## src/rtl/hcbd_pkg.sv

```systemverilog
// Package for the chunked body decoder: body part states, byte codes,
// the hex digit decoder and the result record passed between stages.
// Depends on nothing; every other file of the block imports it.
package hcbd_pkg;

    localparam int SIZE_BITS_DEFAULT = 32;

    localparam logic [7:0] BYTE_LF   = 8'h0A;
    localparam logic [7:0] BYTE_CR   = 8'h0D;
    localparam logic [7:0] CHAR_D0   = 8'h30;
    localparam logic [7:0] CHAR_D9   = 8'h39;
    localparam logic [7:0] CHAR_LA   = 8'h61;
    localparam logic [7:0] CHAR_LF   = 8'h66;
    localparam logic [7:0] CHAR_UA   = 8'h41;
    localparam logic [7:0] CHAR_UF   = 8'h46;
    localparam logic [3:0] HEX_TEN   = 4'd10;

    typedef enum logic [1:0] {
        PART_SIZE     = 2'd0,
        PART_DATA     = 2'd1,
        PART_DATA_END = 2'd2,
        PART_TRAILER  = 2'd3
    } part_t;

    typedef struct packed {
        logic       ok;
        logic [3:0] value;
    } hex_t;

    typedef struct packed {
        logic       vld;
        logic [7:0] data;
        logic       msg_end;
    } result_t;

    function automatic hex_t hex_digit(input logic [7:0] b);
        hex_t h;
        h.ok    = 1'b0;
        h.value = 4'd0;
        if (b >= CHAR_D0 && b <= CHAR_D9)
        begin
            h.ok    = 1'b1;
            h.value = 4'(b - CHAR_D0);
        end
        else if (b >= CHAR_LA && b <= CHAR_LF)
        begin
            h.ok    = 1'b1;
            h.value = 4'(b - CHAR_LA) + HEX_TEN;
        end
        else if (b >= CHAR_UA && b <= CHAR_UF)
        begin
            h.ok    = 1'b1;
            h.value = 4'(b - CHAR_UA) + HEX_TEN;
        end
        return h;
    endfunction

endpackage

```

## src/rtl/hcbd_in_stage.sv

```systemverilog
// Input register of the chunked body decoder: holds one raw byte until the
// parser can take it. Imports hcbd_pkg but uses none of its items.
module hcbd_in_stage (
    input  logic       clk,
    input  logic       rst_n,
    input  logic       in_valid,
    input  logic [7:0] in_byte,
    output logic       in_stall,
    input  logic       out_busy,
    output logic       step,
    output logic [7:0] step_byte
);
    import hcbd_pkg::*;

    logic       valid_reg;
    logic       valid_next;
    logic [7:0] byte_reg;

    // The held item moves on unless the result register is full and stalled.
    assign step      = valid_reg && !out_busy;
    assign in_stall  = valid_reg && out_busy;
    assign step_byte = byte_reg;

    always_comb
    begin
        valid_next = valid_reg;
        if (!in_stall)
        begin
            valid_next = in_valid;
        end
    end

    always_ff @(posedge clk or negedge rst_n)
    begin
        if (!rst_n)
        begin
            valid_reg <= 1'b0;
        end
        else
        begin
            valid_reg <= valid_next;
        end
    end

    always_ff @(posedge clk)
    begin
        if (!in_stall && in_valid)
        begin
            byte_reg <= in_byte;
        end
    end

endmodule

```

## src/rtl/hcbd_parser.sv

```systemverilog
// Body parser of the chunked body decoder: body part state machine, chunk
// size and position counters, line tracking and result formation.
// Depends on hcbd_pkg for the part states, byte codes and result record.
module hcbd_parser #(
    parameter int SIZE_BITS = hcbd_pkg::SIZE_BITS_DEFAULT
) (
    input  logic              clk,
    input  logic              rst_n,
    input  logic              step,
    input  logic [7:0]        step_byte,
    output hcbd_pkg::result_t res
);
    import hcbd_pkg::*;

    part_t                part_reg;
    part_t                part_next;
    logic [SIZE_BITS-1:0] len_reg;
    logic [SIZE_BITS-1:0] len_next;
    logic [SIZE_BITS-1:0] pos_reg;
    logic [SIZE_BITS-1:0] pos_next;
    logic [SIZE_BITS-1:0] pos_inc;
    logic                 hex_stopped_reg;
    logic                 hex_stopped_next;
    logic [1:0]           line_chars_reg;
    logic [1:0]           line_chars_next;
    logic                 prev_cr_reg;
    logic                 prev_cr_next;
    logic                 is_lf;
    logic                 is_cr;
    logic                 line_empty;
    logic [1:0]           line_chars_add;
    hex_t                 hex;

    assign is_lf          = (step_byte == BYTE_LF);
    assign is_cr          = (step_byte == BYTE_CR);
    assign hex            = hex_digit(step_byte);
    assign pos_inc        = pos_reg + SIZE_BITS'(1);
    assign line_chars_add = (line_chars_reg == 2'd3) ? 2'd3 : line_chars_reg + 2'd1;
    assign line_empty     = (line_chars_reg == 2'd0) || (line_chars_reg == 2'd1 && prev_cr_reg);

    always_comb
    begin
        part_next        = part_reg;
        len_next         = len_reg;
        pos_next         = pos_reg;
        hex_stopped_next = hex_stopped_reg;
        line_chars_next  = line_chars_reg;
        prev_cr_next     = prev_cr_reg;
        if (step)
        begin
            unique case (part_reg)
                PART_SIZE:
                begin
                    if (is_lf)
                    begin
                        line_chars_next  = 2'd0;
                        prev_cr_next     = 1'b0;
                        hex_stopped_next = 1'b0;
                        pos_next         = '0;
                        part_next = (len_reg == '0) ? PART_TRAILER : PART_DATA;
                    end
                    else
                    begin
                        if (!hex_stopped_reg && hex.ok)
                        begin
                            len_next = {len_reg[SIZE_BITS-5:0], hex.value};
                        end
                        else
                        begin
                            hex_stopped_next = 1'b1;
                        end
                        line_chars_next = line_chars_add;
                        prev_cr_next    = is_cr;
                    end
                end
                PART_DATA:
                begin
                    pos_next = pos_inc;
                    if (pos_inc >= len_reg)
                    begin
                        pos_next         = '0;
                        part_next        = PART_DATA_END;
                        line_chars_next  = 2'd0;
                        prev_cr_next     = 1'b0;
                        hex_stopped_next = 1'b0;
                    end
                end
                PART_DATA_END:
                begin
                    if (is_lf)
                    begin
                        line_chars_next  = 2'd0;
                        prev_cr_next     = 1'b0;
                        hex_stopped_next = 1'b0;
                        len_next         = '0;
                        part_next        = PART_SIZE;
                    end
                    else
                    begin
                        line_chars_next = line_chars_add;
                        prev_cr_next    = is_cr;
                    end
                end
                PART_TRAILER:
                begin
                    if (is_lf)
                    begin
                        line_chars_next  = 2'd0;
                        prev_cr_next     = 1'b0;
                        hex_stopped_next = 1'b0;
                        if (line_empty)
                        begin
                            len_next  = '0;
                            pos_next  = '0;
                            part_next = PART_SIZE;
                        end
                    end
                    else
                    begin
                        line_chars_next = line_chars_add;
                        prev_cr_next    = is_cr;
                    end
                end
                default:
                begin
                    part_next = PART_SIZE;
                end
            endcase
        end
    end

    always_comb
    begin
        res.vld     = 1'b0;
        res.data    = 8'd0;
        res.msg_end = 1'b0;
        unique case (part_reg)
            PART_DATA:
            begin
                res.vld  = step;
                res.data = step_byte;
            end
            PART_TRAILER:
            begin
                res.vld     = step && is_lf && line_empty;
                res.msg_end = 1'b1;
            end
            default:
            begin
                res.vld = 1'b0;
            end
        endcase
    end

    always_ff @(posedge clk or negedge rst_n)
    begin
        if (!rst_n)
        begin
            part_reg        <= PART_SIZE;
            len_reg         <= '0;
            pos_reg         <= '0;
            hex_stopped_reg <= 1'b0;
            line_chars_reg  <= 2'd0;
            prev_cr_reg     <= 1'b0;
        end
        else
        begin
            part_reg        <= part_next;
            len_reg         <= len_next;
            pos_reg         <= pos_next;
            hex_stopped_reg <= hex_stopped_next;
            line_chars_reg  <= line_chars_next;
            prev_cr_reg     <= prev_cr_next;
        end
    end

endmodule

```

## src/rtl/hcbd_out_stage.sv

```systemverilog
// Result register of the chunked body decoder: holds one decoded item
// until the receiver takes it. Depends on hcbd_pkg for the result record.
module hcbd_out_stage (
    input  logic              clk,
    input  logic              rst_n,
    input  hcbd_pkg::result_t res,
    output logic              out_busy,
    output logic              out_valid,
    input  logic              out_stall,
    output logic [7:0]        out_byte,
    output logic              message_end
);
    import hcbd_pkg::*;

    logic       valid_reg;
    logic       valid_next;
    logic       load;
    logic [7:0] byte_reg;
    logic       end_reg;

    assign out_busy    = valid_reg && out_stall;
    assign load        = !out_busy;
    assign out_valid   = valid_reg;
    assign out_byte    = byte_reg;
    assign message_end = end_reg;

    always_comb
    begin
        valid_next = valid_reg;
        if (load)
        begin
            valid_next = res.vld;
        end
    end

    always_ff @(posedge clk or negedge rst_n)
    begin
        if (!rst_n)
        begin
            valid_reg <= 1'b0;
        end
        else
        begin
            valid_reg <= valid_next;
        end
    end

    always_ff @(posedge clk)
    begin
        if (load && res.vld)
        begin
            byte_reg <= res.data;
            end_reg  <= res.msg_end;
        end
    end

endmodule

```

## src/rtl/http_chunked_body_decoder_unit.sv

```systemverilog
// Channel  | Signals                      | Direction | Meaning
// in       | in_valid, in_stall, in_byte  | receive   | one raw body byte per item
// out      | out_valid, out_stall,        | send      | payload byte, or end of
//          | out_byte, message_end        |           | message with a zero byte
//
// Each accepted byte passes through the input register, then through the
// parser into the result register. One byte is accepted every cycle unless
// the output stalls; the parser state update sets that figure.
// Only payload bytes and the LF closing an empty trailer line give a result.
// Reset clears the state to the size line of a new body with a zero size.
// An output stall holds the result register and, at once, the input register.
// Top level of the chunked body decoder; depends on hcbd_pkg, hcbd_in_stage,
// hcbd_parser and hcbd_out_stage.
module http_chunked_body_decoder_unit #(
    parameter int SIZE_BITS = hcbd_pkg::SIZE_BITS_DEFAULT
) (
    input  logic       clk,
    input  logic       rst_n,
    input  logic       in_valid,
    output logic       in_stall,
    input  logic [7:0] in_byte,
    output logic       out_valid,
    input  logic       out_stall,
    output logic [7:0] out_byte,
    output logic       message_end
);
    import hcbd_pkg::*;

    logic       out_busy;
    logic       step;
    logic [7:0] step_byte;
    result_t    res;

    hcbd_in_stage u_in_stage (
        .clk       (clk),
        .rst_n     (rst_n),
        .in_valid  (in_valid),
        .in_byte   (in_byte),
        .in_stall  (in_stall),
        .out_busy  (out_busy),
        .step      (step),
        .step_byte (step_byte)
    );

    hcbd_parser #(
        .SIZE_BITS (SIZE_BITS)
    ) u_parser (
        .clk       (clk),
        .rst_n     (rst_n),
        .step      (step),
        .step_byte (step_byte),
        .res       (res)
    );

    hcbd_out_stage u_out_stage (
        .clk         (clk),
        .rst_n       (rst_n),
        .res         (res),
        .out_busy    (out_busy),
        .out_valid   (out_valid),
        .out_stall   (out_stall),
        .out_byte    (out_byte),
        .message_end (message_end)
    );

endmodule

```

## config.mk

```make
export PLATFORM = sky130hd
export DESIGN_NAME = http_chunked_body_decoder_unit
export DESIGN_NICKNAME = d
export VERILOG_FILES = /design/src/rtl/hcbd_pkg.sv /design/src/rtl/hcbd_in_stage.sv /design/src/rtl/hcbd_parser.sv /design/src/rtl/hcbd_out_stage.sv /design/src/rtl/http_chunked_body_decoder_unit.sv
export SDC_FILE = /design/constraint.sdc
export NUM_CORES = 1
export LEC_CHECK = 0
export ABC_AREA = 1
export BUFFER_PORTS_ARGS = -buffer_cell sky130_fd_sc_hd__buf_2
export CAP_MARGIN = 10
export CORE_MARGIN = 4
export CORE_UTILIZATION = 45
export DETAILED_ROUTE_END_ITERATION = 10
export PLACE_DENSITY_LB_ADDON = 0.15
export REMOVE_ABC_BUFFERS = 1
export SETUP_SLACK_MARGIN = 0.2
export SLEW_MARGIN = 10
export SYNTH_ARGS = -nofsm -noshare
export SYNTH_HDL_FRONTEND = slang
export SYNTH_SLANG_ARGS = --single-unit
```

## constraint.sdc

```tcl
create_clock -name clk -period 2.55 [get_ports clk]
set_clock_uncertainty 0.1 [all_clocks]
set_input_delay 0.1275 -clock clk [delete_from_list [all_inputs] [get_ports clk]]
set_output_delay 0.1275 -clock clk [all_outputs]
set_load 0.1 [all_outputs]
```

# --- After elaboration in Yosys (flattened, before gate mapping) ---
# Cells that the tools add are included.
classes:
  eq_ne: 16
  n_reduce_logical: 28
  n_lt_le_gt_ge: 7
  n_addsub: 7
  muxes: 31
ops:
  columns: ["op", "count"]
  rows:
  - ["$mux 32", 6]
  - ["$pmux 32 s3", 2]
  - ["$add 32x1->32 const B", 1]
  - ["$ge 32x32->1", 1]
  - ["$logic_not 32->1", 1]
  - ["$mux 2", 9]
  - ["$eq 8x4->1 const B", 2]
  - ["$ge 8x7->1 const B", 2]
  - ["$le 8x7->1 const B", 2]
  - ["$mux 5", 3]
  - ["$ne 2x1->1 const B", 7]
  - ["$logic_and 1x1->1", 12]
  - ["$sub 4x1->4 const B", 3]
  - ["$add 4x4->4 const B", 2]
  - ["$ge 8x6->1 const B", 1]
  - ["$le 8x6->1 const B", 1]
  - ["$pmux 2 s4", 1]
  - ["$reduce_and 7->1", 1]
  - ["$eq 2x2->1 const B", 3]
  - ["$mux 1", 6]
  - ["$reduce_and 6->1", 1]
  - ["$reduce_bool 3->1", 2]
  - ["$reduce_and 5->1", 1]
  - ["$eq 2x1->1 const B", 2]
  - ["other kinds (13)", 17]
word_totals:
  wordCells: 100
  register_bits: 89
  inputBits: 12
  output_inout_bits: 11

# --- Longest topological paths before layout ---
logic_depth:
  depth_word: 9
  mapped_depth: 22
  ltp_nobuf: 22

# --- By module ---
# Synthesis repeated with hierarchy kept, for this count alone.
unflattened:
  hier_cells: 694
  area_unflattened_um2: 5362.6
by_module_without_submodules:
  columns: ["mod", "area_per_inst_um2", "cells_per_inst", "seq_area_each_um2", "n_inst"]
  rows:
  - ["hcbd_parser", 4754.6, 663, 1751.7, 1]
  - ["hcbd_out_stage", 315.3, 15, 295.3, 1]
  - ["hcbd_in_stage", 292.8, 16, 265.3, 1]

# --- Worst setup path before layout ---
# OpenSTA, ideal clock, no wires.
synth_path:
  path_type: "register to register"
  from: "register u_out_stage.valid_reg, in the netlist u_out_stage.out_valid"
  to: "register u_in_stage.byte_reg[0], in the netlist u_in_stage.step_byte[0], enable pin"
  required_ns: 2.177
  path_stages_with_launch: 6
  arrival_ns: 2.778
  setup_ns: 0.273
  path_slack_ns: -0.601
  synth_period_minus_slack_ns: 3.151
  path_buffers: 0
  cell_sequence: "dfrtp_1 -> nand2_1 -> nor2_1 -> inv_1 -> nand2_1 -> inv_1"
synth_via:
  elab_chain_len: 4
synth_lines:
  columns: ["element", "line", "source"]
  rows:
  - ["start, declared", "hcbd_out_stage.sv:15", "logic valid_reg;"]
  - ["start signal, assigned", "hcbd_out_stage.sv:44", "valid_reg <= valid_next;"]
  - ["$logic_and 1x1->1", "hcbd_out_stage.sv:21", "assign out_busy = valid_reg && out_stall;"]
  - ["$logic_and 1x1->1", "hcbd_in_stage.sv:21", "assign in_stall = valid_reg && out_busy;"]
  - ["via in_stall", "http_chunked_body_decoder_unit.sv:20", "output logic in_stall,"]
  - ["$logic_not 1->1", null, null]
  - ["$logic_and 1x1->1", "hcbd_in_stage.sv:47", "if (!in_stall && in_valid)"]
  - ["end signal, assigned", "hcbd_in_stage.sv:49", "byte_reg <= in_byte;"]
  - ["end, declared", "hcbd_in_stage.sv:17", "logic [7:0] byte_reg;"]
# The timed path passes the listed nets, and every way through them passes these cells.
# A chain may end at the register's enable or synchronous reset.

# --- Worst setup path in the final report ---
layout_path:
  from: "register u_parser.pos_reg[9]"
  to: "register u_parser.pos_reg[1]"
layout_via:
  elab_chain_len: 4
layout_lines:
  columns: ["element", "line", "source"]
  rows:
  - ["start, declared", "hcbd_parser.sv:19", "logic [SIZE_BITS-1:0] pos_reg;"]
  - ["start signal, assigned", "hcbd_parser.sv:170", "pos_reg <= pos_next;"]
  - ["$add 32x1->32", "hcbd_parser.sv:37", "assign pos_inc = pos_reg + SIZE_BITS'(1);"]
  - ["$ge 32x32->1", "hcbd_parser.sv:79", "if (pos_inc >= len_reg)"]
  - ["$mux 32", "hcbd_parser.sv:79", null]
  - ["$pmux 32 s3", "hcbd_parser.sv:51", "unique case (part_reg)"]
# Every way passes these cells.

==> reports/metrics.csv <==
metric,value,unit
cts_buffers,9,
top_layer,met4,
synth_top_family_by_area,simple AND/OR/NAND/NOR gates,
tightest_slew,0.798,ns
gp_congestion,0.874,
fin_crit,3.15,ns
grt_overflow,0,
synth.area.mux_share,0,%
ys_ff_latch,89,
p_leak,3.98,nW
synth_adder_area_share,8.57,%
crit_slowest_cell,dfrtp_1,
ys.flop_type,dfrtp_1,
crit_fanout,8,
wl_met2,7.42,mm
maxSlewHeadroom,46.8,%
start_util,46.7,%
io_buffers,22,
crit_top_cell,nand2_1,
synthesis.area,5400,um2
clk_latency,0.36,ns
viasPerCell,5.11,
synthSimpleGateAreaFrac,28.5,%
final_util,64.4,%
ant_nets,0,
synthXorXnorAreaFrac,4.38,%
hold_path_class,in2async,
async_reset_ff_share,80.9,%
fmax,0.318,GHz
required,2.74,ns
final_cells,993,
grt_pass1_vias,4827,
io_pins,23,
total_power,6.01,mW
grt_usage,21.0,%
synth_compound_area_share,6.42,%
drt_iter0_drc,366,
die_area,13800,um2
wl,15.4,mm
maxCapViolCount,0,
fin_area,7450,um2
criticalPathCategory,reg2reg,
wl_met1,6.93,mm
core-area,11600,um2
dp_hpwl,9.97,mm
cts-root-buf,clkbuf_16,
nets,894,
synth_edf_count,17,
clk_pin_slew,0.07,ns
syn_area_per_cell,7.69,um2
drc_errors,0,
hold_viol,0,
chipWidth,118,um
finalMaxSlewViolations,0,
setup_viol,38,
drtPass1Iterations,5,
arrival,3.34,ns
grt_max_degree,65,
n_antenna_cell,0,
synth_cells,702,
cts_tree,built,
fin_ws,-0.599,ns
peakVddDrop,0.535,mV
ys_warn_count,0,
outcome,"complete, but fails checks",
h-tree-depth,3,
dpl.cell_count,939,
layout_worst_path_cycle_share,124,%
dr_wl_met3,700,um
num_rows,39,
worstSetupEndpointType,flip-flop,
placed_cell_area,6280,um2
antenna_found_initial,0,
final_layout_size_suffix_gt1_share,30.7,%
cts_buffer_depth,2,
num_vias,5072,
syn2layout_area_growth,38.0,%
path_cells,nand2_1 > buf_4 > nor2_1 > nand2_1 > nor3_1 > xor2_1 > ha_1 > a21oi_1 > o21a_1 > a21oi_1 > nor2_1 > nand2_2 > nor2_4 > buf_6 > buf_16 > nand2_2 > nand2_1,
synth_cell_types,32,
p_per_area,806,nW/um2
die_h,118,um
yosysSeqAreaShare,42.8,%
fillers,958,
violations,setup timing,
rsz0062_at_grt,true,
critPathLaunchType,flip-flop,
cpPeakStageDelay,0.35,ns
clock-sinks,89,
wl_per_cell,15.5,um
grt_pass1_wl,23.6,mm
## Yosys cell counts, types with 6 or more instances
cell type	n	share of area, %
buf_2	6	0.56
nand3_1	47	4.4
edfxtp_1	17	9.5
xor2_1	19	3.1
buf_6	6	1.3
dfrtp_1	72	33
ha_1	37	8.6
nor2_1	63	4.4
inv_1	103	7.2
a21oi_1	16	1.5
xnor2_1	8	1.3
nand4_1	12	1.4
nor3_1	18	1.7
nand2_1	209	15
o21ai_0	42	3.9
## routing by layer
metal,up-vias,GRT usage [%]
li1,2524,-
met1,2393,28.1
met2,133,34.2
met3,22,3.99
met4,0,7.62
met5,-,0
## report_power, final
group,leakage (nW),internal (mW),switching (mW),total [mW]
clock network,0.138,0.670,0.615,1.28
registers,1.14,1.78,0.245,2.02
logic,2.70,0.943,1.76,2.70
## cell type report
type	instances	area [um2]	area share (%)
clock inverter	7	52.6	0.705
clock buffer	9	225	3.02
multi-input combinational	493	3020	40.6
inverter	104	390	5.24
tap	143	179	2.40
timing repair buffer	148	1270	17.0
sequential	89	2310	31.1
## timing repair
item,4_1_cts,5_1_grt
pin swaps,5,37
endpoints found under the setup margin,70,70
gates cloned,3,4
endpoints found under the hold margin,41,0
buffers inserted,11,9
hold buffers,11,0
resized for setup,26,106
## cells in the final DEF (no fill, tap or decap), types with 4 or more instances in the layout
master	n
nor2_1	48
clkbuf_16	12
nand2_2	42
o21ai_0	40
nor4_1	4
dlygate4sd3_1	11
nor3_4	5
nand4_1	12
nor3_2	5
dfrtp_1	70
nor2_4	7
buf_2	22
nand3_1	44
buf_12	4
inv_1	97
ha_1	32
nor2_2	12
buf_6	6
inv_2	7
xnor2_1	7
nand2_1	157
edfxtp_1	17
nand2_4	11
buf_4	99
xor2_1	16
a21oi_1	14
nor3_1	11
## worst paths after layout
kind | to | from | slack [ns] | cells after the start
worst min-delay path | u_parser.pos_reg[26]$_DFFE_PN0P_ | rst_n | 0.29 | 2
min in group clk | u_in_stage.step_byte[1]$_DFFE_PP_ | in_byte[1] | 0.38 | 2
worst max register to register | u_parser.pos_reg[1]$_DFFE_PN0P_ | u_parser.pos_reg[9]$_DFFE_PN0P_ | -0.60 | 17
worst min register to register | u_parser.line_chars_reg[0]$_DFFE_PN0P_ | u_parser.line_chars_reg[0]$_DFFE_PN0P_ | 0.39 | 2
max in group asynchronous | u_parser.len_reg[12]$_DFFE_PN0P_ | rst_n | 1.37 | 3
worst max-delay path | u_parser.pos_reg[1]$_DFFE_PN0P_ | u_parser.pos_reg[9]$_DFFE_PN0P_ | -0.60 | 17
## cell families after synthesis
logic type,after synthesis
buffers and inverters,120
adders and majority gates,37
AOI/OAI and AO/OA,65
DFF,89
and+or+nand+nor,364
xor gates and xnor gates,27
## worst max-delay path: cells and delay by family, from the launching register on
kind,cells,cell delay (ns)
adders and majority gates,1,0.30
xor gates and xnor gates,1,0.32
AOI/OAI and AO/OA,3,0.34
buffers and inverters,3,0.44
DFF,1,0.35
and+or+nand+nor,9,1.23
## per-stage QoR
stage	hold slack [ns]	setup TNS, ns	worst slack (ns)
floorplan	-0.268	-18.80	-0.601
global placement	0.145	-21.22	-0.578
detailed placement	0.153	-23.91	-0.652
CTS	0.311	-20.80	-0.570
global route	0.376	-26.87	-0.736
finish	0.294	-21.47	-0.599
Power figures use the tool's default switching activity.
